**src/hw/rtl/pcslt_pkg.sv**
```systemverilog
// ----------------------------------------------------------------------------
// pcslt_pkg: shared types and codes for the per-CPU TLB
// Holds the request, response, configuration and internal operation types.
// ----------------------------------------------------------------------------
package pcslt_pkg;

	// Request kinds on the input channel.
	localparam logic REQ_ACCESS = 1'b0;
	localparam logic REQ_INVAL  = 1'b1;

	// Configuration register indexes.
	localparam logic [1:0] CFG_ENABLE = 2'd0;
	localparam logic [1:0] CFG_SETB   = 2'd1;
	localparam logic [1:0] CFG_WAYS   = 2'd2;
	localparam logic [1:0] CFG_CPUS   = 2'd3;

	// Operation kinds decided by the front end.
	localparam logic [1:0] K_ZERO = 2'd0;
	localparam logic [1:0] K_BAD  = 2'd1;
	localparam logic [1:0] K_ACC  = 2'd2;
	localparam logic [1:0] K_INV  = 2'd3;

	typedef struct packed {
		logic        req_type;
		logic [1:0]  cpu;
		logic [47:0] page;
	} pcslt_req_t;

	typedef struct packed {
		logic       hit;
		logic       bad_cpu;
		logic [2:0] invalidated_count;
	} pcslt_rsp_t;

	// Effective configuration after clamping.
	typedef struct packed {
		logic       en;
		logic [3:0] setb;
		logic [4:0] nw;
		logic [4:0] nc;
	} pcslt_cfg_t;

	// Classified operation passed from front to back.
	typedef struct packed {
		logic [1:0]  kind;
		logic [3:0]  cpu;
		logic [11:0] set;
		logic [47:0] page;
	} pcslt_op_t;

endpackage

```
**src/hw/rtl/pcslt_front.sv**
```systemverilog
// ----------------------------------------------------------------------------
// pcslt_front: request classification and operation queue
// Decodes each accepted request into an operation and queues it for the back end.
// ----------------------------------------------------------------------------
module pcslt_front
	import pcslt_pkg::*;
#(
	parameter int PAGE_BITS = 48
) (
	input  logic       clk,
	input  logic       arst_n,
	input  pcslt_cfg_t cfg,
	input  logic       push,
	input  pcslt_req_t req,
	output logic       full,
	output logic       op_valid,
	output pcslt_op_t  op,
	input  logic       pop
);

	localparam int PW = (PAGE_BITS < 48) ? PAGE_BITS : 48;
	localparam logic [47:0] PMASK = (PW >= 48) ? {48{1'b1}} : ((48'd1 << PW) - 48'd1);

	pcslt_op_t       cls;
	pcslt_op_t       ent_q [2];
	logic            wp_q;
	logic            rp_q;
	logic [1:0]      cnt_q;
	logic [47:0]     pg;

	// Classify the incoming request.
	always_comb begin
		pg       = req.page & PMASK;
		cls.page = pg;
		cls.cpu  = {2'b00, req.cpu};
		cls.set  = pg[11:0] & ~(12'hFFF << cfg.setb);
		if (!cfg.en) begin
			cls.kind = K_ZERO;
		end else if (req.req_type == REQ_INVAL) begin
			cls.kind = K_INV;
		end else if ({3'b000, req.cpu} >= cfg.nc) begin
			cls.kind = K_BAD;
		end else begin
			cls.kind = K_ACC;
		end
	end

	// Two-entry queue storage.
	always_ff @(posedge clk) begin
		if (push) begin
			ent_q[wp_q] <= cls;
		end
	end

	// Queue pointers and fill level.
	always_ff @(posedge clk or negedge arst_n) begin
		if (!arst_n) begin
			wp_q  <= 1'b0;
			rp_q  <= 1'b0;
			cnt_q <= 2'd0;
		end else begin
			if (push) begin
				wp_q <= ~wp_q;
			end
			if (pop) begin
				rp_q <= ~rp_q;
			end
			cnt_q <= cnt_q + {1'b0, push} - {1'b0, pop};
		end
	end

	assign full     = (cnt_q == 2'd2);
	assign op_valid = (cnt_q != 2'd0);
	assign op       = ent_q[rp_q];

endmodule

```
**config.mk**
```make
export PLATFORM = sky130hd
export DESIGN_NAME = pcslt_front
export DESIGN_NICKNAME = d
export VERILOG_FILES = /design/src/hw/rtl/pcslt_pkg.sv /design/src/hw/rtl/pcslt_front.sv
export SDC_FILE = /design/constraint.sdc
export NUM_CORES = 1
export LEC_CHECK = 0
export BUFFER_PORTS_ARGS = -buffer_cell sky130_fd_sc_hd__buf_2
export CORE_ASPECT_RATIO = 0.9
export CORE_UTILIZATION = 52
export CTS_BUF_LIST = sky130_fd_sc_hd__clkbuf_16
export DETAILED_ROUTE_END_ITERATION = 8
export GPL_TIMING_DRIVEN = 0
export HOLD_SLACK_MARGIN = 0.03
export PLACE_DENSITY = 0.8
export SETUP_SLACK_MARGIN = 0.05
export SLEW_MARGIN = 20
export SYNTH_ARGS = -nofsm -noshare
export SYNTH_HDL_FRONTEND = slang
export SYNTH_SLANG_ARGS = --single-unit
export TNS_END_PERCENT = 5
```
**constraint.sdc**
```tcl
create_clock -name clk -period 4.4 [get_ports clk]
set_input_delay 0.88 -clock clk [delete_from_list [all_inputs] [get_ports clk]]
set_output_delay 0.88 -clock clk [all_outputs]
set_load 0.02 [all_outputs]
```
# == Yosys cells after proc, flatten, opt, wreduce, memory -nomap -nowiden ==
# Memories as Yosys holds them, arrays and structs flattened.
# Index checks and enable logic that the tools add are counted.
# word_totals
ff_bits,4
latchBits,0
ram_bits,128
mem_bits_ro,0
inputBits,70
out_inout_bits,68
elab_cells,19
memories,1
# classes
addsub,2
n_mul,0
div_mod_pow,0
order_cmp,1
eq_ne,1
shifts,1
mux,5
n_bitwise,4
reduce_logical,1
# mem_list
name,words,width,rd,rd_clocked_by_memory_dff,wr,line,source
ent_q,2,64,1,0,1,pcslt_front.sv:25,pcslt_op_t ent_q [2];
# op_table
cell,count
$and 12x12->12,1
$not 12->12,1
$shl 12x4->12 const A,1
$mux 2,3
$ge 2x5->1,1
$add 2x1->2,1
$eq 2x2->1 const B,1
$mux 1,2
$not 1->1,2
$reduce_bool 2->1,1
$sub 2x1->2,1

# == Depth between registers and ports, before layout ==
# Gate-level depths: netlist of the first run.
# logic_depth
depth_word,4
depth_mapped,6
mapped_depth_nobuf,6

# == Least setup slack after synthesis of the first run ==
# No wires, ideal clock.
# synth_path
kind,input -> register
start,input push
end,"memory ent_q[0][0] (netlist name), enable pin"
setup_time_ps,494
arrival_time_ps,3694
slack_ps,212
cell_stages,1
cell_sequence,nor2b_1
# synth_via
elab_chain_len,2
# synth_lines
item,line,source
start: declaration,pcslt_front.sv:13,"input logic push,"
$mux 1,pcslt_front.sv:50,if (push) begin
$mux 1 (not written as such),pcslt_front.sv:51,ent_q[wp_q] <= cls;
end: declaration,pcslt_front.sv:25,
# No other way between the ends.

==> results.cfg, run 1 <==
[outcome]
status = completed

[sta]
rsz0062_at_grt = false
fmaxAchievable_ghz = 0.389
timing.final.crit_share = 0.584
finalHoldViolations = 0
relSlewSlack = 0.601
max_slew.worst_pin.slew_ps = 598
skew_ps = 7.76
tns_ps = 0
setup_viol_count_final = 0
drv_slew = 0
period_minus_slack_ps = 2570

[logic_synthesis]
ys_types = 30
synth_top_family_by_area = multiplexers
yosys.area_share.simple = 0.0181
yosysTopAreaCellShare = 0.760
synthMuxAreaShare = 0.142
synth-xor-area-share = 0.00693
ys_seq_area_frac = 0.780
synth_compound_area_frac = 0.0205
syn_area_sq_um = 5060
yosysWarnings = 0
synth-edff-count = 128
netlist_top_cells_count = edfxtp_1 (128), mux2_2 (64), buf_6 (5), nor2b_1 (5)
ys.flop_type = edfxtp_1
ys_ff_latch = 132
synth_top_area_cell = edfxtp_1
netlist_instances = 250
synthMostInstantiatedCell = edfxtp_1
synthArstFlopShare = 0.0303
synth.avg_cell_area_sq_um = 20.2
ys_top_cells_by_area = edfxtp_1 (76%), mux2_2 (14%), dfrtp_1 (2.0%)
synthAdderAreaFrac = 0.00989

[pwr]
intPower_mw = 3.09
swShare = 0.311
p_comb_frac = 0.310
leakagePower_nw = 2.52
worst_ir_drop_vdd_uv = 355
p_sw_mw = 1.39
power_frac_seq = 0.386
clkPwrFrac = 0.303
powerDensity_nw_per_um2 = 688

[worst_setup_path]
critical_path.max_fanout = 10
reg2reg_depth = 2
required_ps = 3520
path_cells = buf_4 > buf_6 > mux2_2 > buf_2
arrival_ps = 1690
critPathMaxStageDelay_ps = 360
critPathSlowestCell = mux2_2
critical_path_class = reg -> out
r2r-start = wp_q$_DFFE_PN0P_
worst_setup_path_start_kind = flip-flop
startpoint = rp_q$_DFFE_PN0P_
end_kind = output pin

[layout]
insertedDiodeCount = 0
nets = 476
n_fill_cell = 626
layout-drive-gt1-share = 0.573
synthToLayoutAreaGrowth_pct = 28.7
finalNonFillerCells = 537

[worst_hold_path]
worstHoldPathType = in -> async

[placed_design]
numPortBuffers = 129
routabilityCongestion = 0.736
place_inst = 505
place_hpwl_mm = 6.02

[grt]
antenna_found_initial = 0
grt_pass1_vias = 2908
grt_pass1_wl_mm = 14.0
gr-total-overflow = 0
grt_usage = 0.191
grt_start_max_net_pins = 40

[clock_tree]
insertion_delay_ps = 400
cts_hold_buffers = 0
ctsResizeCount = 0
cts.root.buffer_cell = clkbuf_16
clk_pin_slew_ps = 50
h-tree-depth = 4
cts_tree = built
post_cts_buffers = 0
numCtsBuffers = 17
clkSinkCount = 132
clockBufferDepth = 2

[route]
vias_per_cell = 5.13
drcViolationCount = 0
drtPass1Iterations = 4
drtIter0Drc = 121
ant_nets = 0
num_vias = 2754
drt-total-wl_mm = 9.06
wire_per_inst_microns = 16.9

[floorplan]
die_area_sq_um = 10100
die_w_microns = 106
die_y_microns = 95.6
core_sq_um = 9290
io_pins = 138
initial_core_util = 0.545
rows = 33

[job]
drv_cap = 0
==> per-layer routing <==
layer | wire length (microns) | track usage | share of wire | vias up
met2 | 4640 | 0.338 | 0.51 | 110
met5 | 0 | 0 | 0 | -
met3 | 618 | 0.0663 | 0.068 | 12
met4 | 87 | 0.0602 | 0.0096 | 0
li1 | - | - | - | 1284
met1 | 3710 | 0.221 | 0.41 | 1348
==> state kept, by name, summed over array words and instances (netlist names) <==
signal / count
cnt_q: 2
rp_q: 1
ent_q: 128
wp_q: 1
==> final cells by class <==
cell class | count | area (sq um) | share of cell area
Tap cell | 122 | 153 | 0.0234
Multi-Input combinational cell | 103 | 1020 | 0.156
Buffer | 12 | 95.1 | 0.0146
Clock buffer | 17 | 425 | 0.0653
Timing Repair Buffer | 132 | 706 | 0.108
Sequential cell | 132 | 3940 | 0.606
Inverter | 4 | 15.0 | 0.00231
Clock inverter | 15 | 156 | 0.0240
==> worst max-delay path, delay by kind of cell, from the launching register on <==
kind,cells,cell delay [ps]
muxes,1,360
DFF,1,350
buffers and inverters,3,590
==> metrics by stage <==
stage	hold slack [ps]	util	setup slack, ps	power (mW)	cell area [sq um]
2_1_floorplan	455	-	212	2.72	5060
3_3_place_gp	468	0.631	-1480	3.13	5860
3_5_place_dp	536	0.638	2240	3.16	5930
4_1_cts	269	0.701	1800	4.53	6510
5_1_grt	268	0.701	1730	4.68	6510
6_report	279	0.701	1830	4.48	6510
==> power groups by stage <==
stage                     registers, mW  logic [mW]  clock network [mW]
after global placement             1.78        1.35                   0
after global routing               1.76        1.49                1.43
final                              1.73        1.39                1.36
after floorplan                    1.76       0.962                   0
after CTS                          1.73        1.41                1.38
after detailed placement           1.76        1.40                   0
==> path summary, 6_finish.rpt <==
| kind | slack [ps] | endpoint |
|---|---|---|
| setup / recovery | 1830 | op[3] |
| hold / removal | 280 | cnt_q[0]$_DFF_PN0_ |
| setup reg to reg | 2880 | ent_q[0][12]$_DFFE_PP_ |
| hold reg to reg | 540 | wp_q$_DFFE_PN0P_ |
| max in group asynchronous | 3990 | rp_q$_DFFE_PN0P_ |
| min in group clk | 540 | wp_q$_DFFE_PN0P_ |
==> layout by cell type, fill, tap and decap left out, types with 4 or more instances in the layout <==
master	n
edfxtp_1	128
nor2b_1	4
dfrtp_1	4
ha_1	4
inv_1	5
buf_2	130
o21a_1	4
inv_6	4
mux2_2	64
buf_6	5
clkbuf_16	17
==> kinds of logic (layout without fill, tap and decap cells) <==
family,count (synthesis),after routing
flip-flops,132,132
multiplexers,64,64
buffers and inverters,16,180
AND/OR/NAND/NOR,15,15
AO/OA/AOI/OAI,14,14
adder cells (fa/ha/maj),4,4
XOR/XNOR,4,4
other,1,2
(Power assumes the default switching activity.)
==> run 2, diff against run 1 <==
Clock period 4.4 ns to 2.5 ns, I/O delays scaled along.
==> run 2 against run 1 <==
- critical path depth unchanged
- highest routed layer unchanged
- core utilization rose by 0.31 points
- combinational power is 77% higher
- power increased by 78%
- largest cell class unchanged
- hold slack gained 4.5 ps
- design area is 0.44% higher
- worst setup slack worse by 1500 ps
- first-iteration DRC count shrank 4.1%
- cell count increased by 0.19%
- wire length up 0.81%
==> results.cfg, run 2 (synthesis results as in run 1) <==
[layout]
final_util = 0.704
synthToLayoutAreaGrowth_pct = 29.3
top_regs = ent_q x128, cnt_q x2
layout_common_cells = buf_2 (130), edfxtp_1 (128), mux2_2 (64)
layout_commonest_cell = buf_2
n_fill_cell = 606
largest_reg_flops = 128
layout-drive-gt1-share = 0.567
nets = 477
largest_register = ent_q
insertedDiodeCount = 0
design_area_sq_um = 6540

[clock_tree]
h-tree-depth = 4
clkSinkCount = 132
cts_tree = built
clockBufferDepth = 2
cts.root.buffer_cell = clkbuf_16
ctsResizeCount = 0
insertion_delay_ps = 400
clk_pin_slew_ps = 60
post_cts_buffers = 0
numCtsBuffers = 17

[worst_setup_path]
critical_path_class = reg -> out
required_ps = 2000
reg2reg_depth = 2
arrival_ps = 1690
critical_path.max_fanout = 10
startpoint = rp_q$_DFFE_PN0P_
end_kind = output pin
worst_setup_path_start_kind = flip-flop
r2r-start = wp_q$_DFFE_PN0P_

[grt]
gr-total-overflow = 0
grt_pass1_vias = 2861
grt_usage = 0.194
antenna_found_initial = 0
grt_pass1_wl_mm = 14.2
grt_start_max_net_pins = 37

[route]
drtPass1Iterations = 5
num_vias = 2706
ant_nets = 0
drt-total-wl_mm = 9.13
drcViolationCount = 0
vias_per_cell = 5.03
wire_per_inst_microns = 17.0
drtIter0Drc = 116

[floorplan]
rows = 33
core_sq_um = 9290
io_pins = 138
die_area_sq_um = 10100
die_y_microns = 95.6
initial_core_util = 0.545
die_w_microns = 106

[sta]
rsz0062_at_grt = false
finalHoldViolations = 0
setup_viol_count_final = 0
fmaxAchievable_ghz = 0.457
skew_ps = 9.98
setup_ws_ps = 310
relSlewSlack = 0.525
drv_slew = 0
period_minus_slack_ps = 2190
timing.final.crit_share = 0.876
max_slew.worst_pin.slew_ps = 711

[placed_design]
routabilityCongestion = 0.735
pre_cts_slack_ps = 638
dpl_cell_area_sq_um = 5940
numPortBuffers = 129
place_hpwl_mm = 6.06

[job]
drv_cap = 0

[pwr]
powerDensity_nw_per_um2 = 1220
leakagePower_nw = 2.54
worst_ir_drop_vdd_uv = 630

[outcome]
status = completed

[worst_hold_path]
worstHoldPathType = in -> reg
hold_start = req[34]
hold_depth = 1
==> run 2: routing by layer <==
metal  share of wire  vias up  track usage
met5               0        -            0
met4           0.011        0       0.0648
met3           0.074       10       0.0745
met2            0.51      109        0.341
met1            0.41     1299        0.220
li1                -     1288            -
==> run 2: metrics by stage <==
stage	power [mW]	cells	TNS (ps)	hold WS [ps]
after floorplan	4.77	251	0	204
after global placement	5.48	502	-53730	307
after detailed placement	5.58	505	0	312
after CTS	8.05	538	0	267
after global routing	8.30	538	0	261
final	7.96	538	0	283
==> run 2: critical path, stage by stage (launching register included) <==
cell and delay, ps:
dfrtp_1 340, buf_4 230, buf_6 200, mux2_2 360
buf_2 160
==> run 2: repair_timing <==
action,4_1_cts,5_1_grt
endpoints found under the hold margin,4,0
endpoints found under the setup margin,0,0
hold buffers,1,0
==> run 2: layout make-up <==
type	count	area (sq um)	area share
Sequential cell	132	3940	0.603
Multi-Input combinational cell	103	1020	0.156
Clock inverter	15	168	0.0256
Buffer	12	95.1	0.0145
Timing Repair Buffer	133	723	0.111
Inverter	4	15.0	0.00230
Clock buffer	17	425	0.0650
Tap cell	122	153	0.0233
==> run 2: path summary, 6_finish.rpt <==
kind                                          endpoint  slack, ps
worst max-delay path                            op[11]        310
worst min-delay path            ent_q[0][34]$_DFFE_PP_        280
worst max register to register  ent_q[0][27]$_DFFE_PP_        850
worst min register to register        wp_q$_DFFE_PN0P_        580
max in group asynchronous             rp_q$_DFFE_PN0P_       1950
min in group asynchronous           cnt_q[1]$_DFF_PN0_        430
==> run 2: power breakdown <==
group / leakage (nW) / internal (mW) / switching, mW
logic: 0.998 / 1.02 / 1.43
clock network: 0.291 / 1.56 / 0.887
registers: 1.25 / 2.94 / 0.110
==> run 3, diff against run 2 <==
Settings changed: CORE_UTILIZATION 52 to 40, PLACE_DENSITY 0.8 to 0.67.
Clock period 2.5 ns to 2 ns, I/O delays scaled along.
==> run 3 against run 2 <==
- the flow now finishes with violations (setup timing)
- register-to-register slack got worse by 460 ps
- first-iteration DRC count rose by 41%
- wire length rose by 2.4%
- critical path depth did not move
- via count rose by 2.8%
- clock power rose by 20%
- global-route usage fell by 4.1 points
- core utilization fell by 15 points
- combinational power rose by 39%
- design area rose by 2.6%
- die area rose by 29%
- sequential share of layout area fell by 1.5 points
- critical path type unchanged
- highest routed layer unchanged
==> results.cfg, run 3 (synthesis results as in run 1) <==
[worst_setup_path]
r2r-start = wp_q$_DFFE_PN0P_
rr_endpoint = ent_q[0][27]$_DFFE_PP_
cp_common_cell = buf_12
critical_path.max_fanout = 10
critical_path_class = reg -> out
critPathMaxStageDelay_ps = 390
reg2reg_depth = 2
path_cells = buf_12 > buf_12 > mux2_2 > buf_2
end_kind = output pin
r2r_slack_ps = 390
worst_setup_path_start_kind = flip-flop
crit_buf_inv = 3
critPathSlowestCell = dfrtp_1
required_ps = 1600
arrival_ps = 1630
crit_family = buffers and inverters

[placed_design]
routabilityCongestion = 0.697
place_inst = 543
pre_cts_slack_ps = 224
dpl_cell_area_sq_um = 5990
numPortBuffers = 129
place_hpwl_mm = 6.06

[layout]
layout_common_cells = edfxtp_1 (128), buf_2 (119), mux2_2 (59)
design_area_sq_um = 6710
synthToLayoutAreaGrowth_pct = 32.6
top_regs = ent_q x128, cnt_q x2
n_fill_cell = 974
finalNonFillerCells = 578
layout_commonest_cell = edfxtp_1
largest_reg_flops = 128
insertedDiodeCount = 0
nets = 480
final_util = 0.551
layout-drive-gt1-share = 0.577
largest_register = ent_q

[floorplan]
die_area_sq_um = 13100
core_sq_um = 12200
initial_core_util = 0.416
io_pins = 138
die_w_microns = 121
rows = 38
die_y_microns = 109

[grt]
antenna_found_initial = 0
gr-total-overflow = 0
grt_start_max_net_pins = 40
grt_pass1_wl_mm = 14.3
busiest_layer = met2
met3_usage = 0.0560
grt_pass1_vias = 2874
grt_usage = 0.153
use_met2 = 0.255
use_met1 = 0.176

[route]
wire_per_inst_microns = 16.2
drtIter0Drc = 163
drtPass1Iterations = 4
ant_nets = 0
drcViolationCount = 0
num_vias = 2781
vias_per_cell = 4.81
drt-total-wl_mm = 9.36

[clock_tree]
insertion_delay_ps = 410
clkSinkCount = 132
cts.root.buffer_cell = clkbuf_16
h-tree-depth = 4
clockBufferDepth = 2
numCtsBuffers = 17
cts_tree = built
clk_pin_slew_ps = 60

[outcome]
violations = setup timing
status = finished, violations left

[sta]
max_slew.worst_pin.slew_ps = 713
whs_ps = 177
relSlewSlack = 0.523
setup_viol_count_final = 21
rsz0062_at_grt = true
finalHoldViolations = 0
drv_slew = 0
period_minus_slack_ps = 2030
timing.final.crit_share = 1.01
skew_ps = 8.55
setup_ws_ps = -25.2
fmaxAchievable_ghz = 0.494
tns_ps = -131

[pwr]
power_frac_seq = 0.376
leakagePower_nw = 2.59
fin_total_pwr_mw = 10.1
clkPwrFrac = 0.288
swShare = 0.306
intPower_mw = 7.04
worst_ir_drop_vdd_uv = 1060
p_comb_frac = 0.336
p_sw_mw = 3.10
powerDensity_nw_per_um2 = 1510

[job]
drv_cap = 0

[worst_hold_path]
hold_path_end = ent_q[0][38]$_DFFE_PP_
hold_depth = 1
hold_start = req[38]
worstHoldPathType = in -> reg
-- run 3: cell types whose count changed in the layout (fill, tap and decap cells not counted), sizes merged --
cell and delta:
clkinvlp +2, bufinv -1, inv -3, clkinv +1, buf +3
-- run 3: power by group through the flow --
stage | sequential [mW] | combinational, mW | clock, mW
after floorplan | 3.85 | 2.12 | 0
after global placement | 3.88 | 3.02 | 0
after detailed placement | 3.86 | 3.13 | 0
after CTS | 3.82 | 3.33 | 2.99
after global routing | 3.87 | 3.62 | 3.11
final | 3.81 | 3.41 | 2.92
-- run 3: layer usage --
metal | routed length, microns | part of all wire
met5 | 0 | 0
met4 | 163 | 0.017
met3 | 702 | 0.075
met2 | 4600 | 0.49
met1 | 3890 | 0.42
-- run 3: worst max path at each step --
stage,from,endpoint,slack [ps],cells after the start
6_report,rp_q$_DFFE_PN0P_,op[4],-30,4
3_3_place_gp,push,ent_q[1][32]$_DFFE_PP_,-1370,2
3_5_place_dp,push,ent_q[0][32]$_DFFE_PP_,220,3
5_1_grt,rp_q$_DFFE_PN0P_,op[4],-90,4
2_1_floorplan,wp_q$_DFFE_PN0P_,ent_q[1][0]$_DFFE_PP_,-360,1
4_1_cts,rp_q$_DFFE_PN0P_,op[41],-50,4
-- run 3: layout make-up --
cell class              instances  area, sq um  area share
well taps                     160          200      0.0298
clock buffers                  17          425      0.0634
plain buffers                  12          144      0.0214
clock inverters                14          139      0.0207
flip-flops and latches        132         3940       0.588
multi-input cells             103         1040       0.155
repair buffers                136          805       0.120
inverters                       4         15.0     0.00224
-- run 3: timing repair --
item                                    in CTS  in global routing
hold buffers                                 1                  0
buffers inserted                             3                  0
pin swaps                                    0                  0
gates resized for setup                     16                 20
hold endpoints to repair                     4                  0
endpoints found under the setup margin      59                 64
-- run 3: worst reg2reg max path: stages (launching register included) --
cell     delay [ps]
dfrtp_1         420
nor2b_4         590
buf_12          280
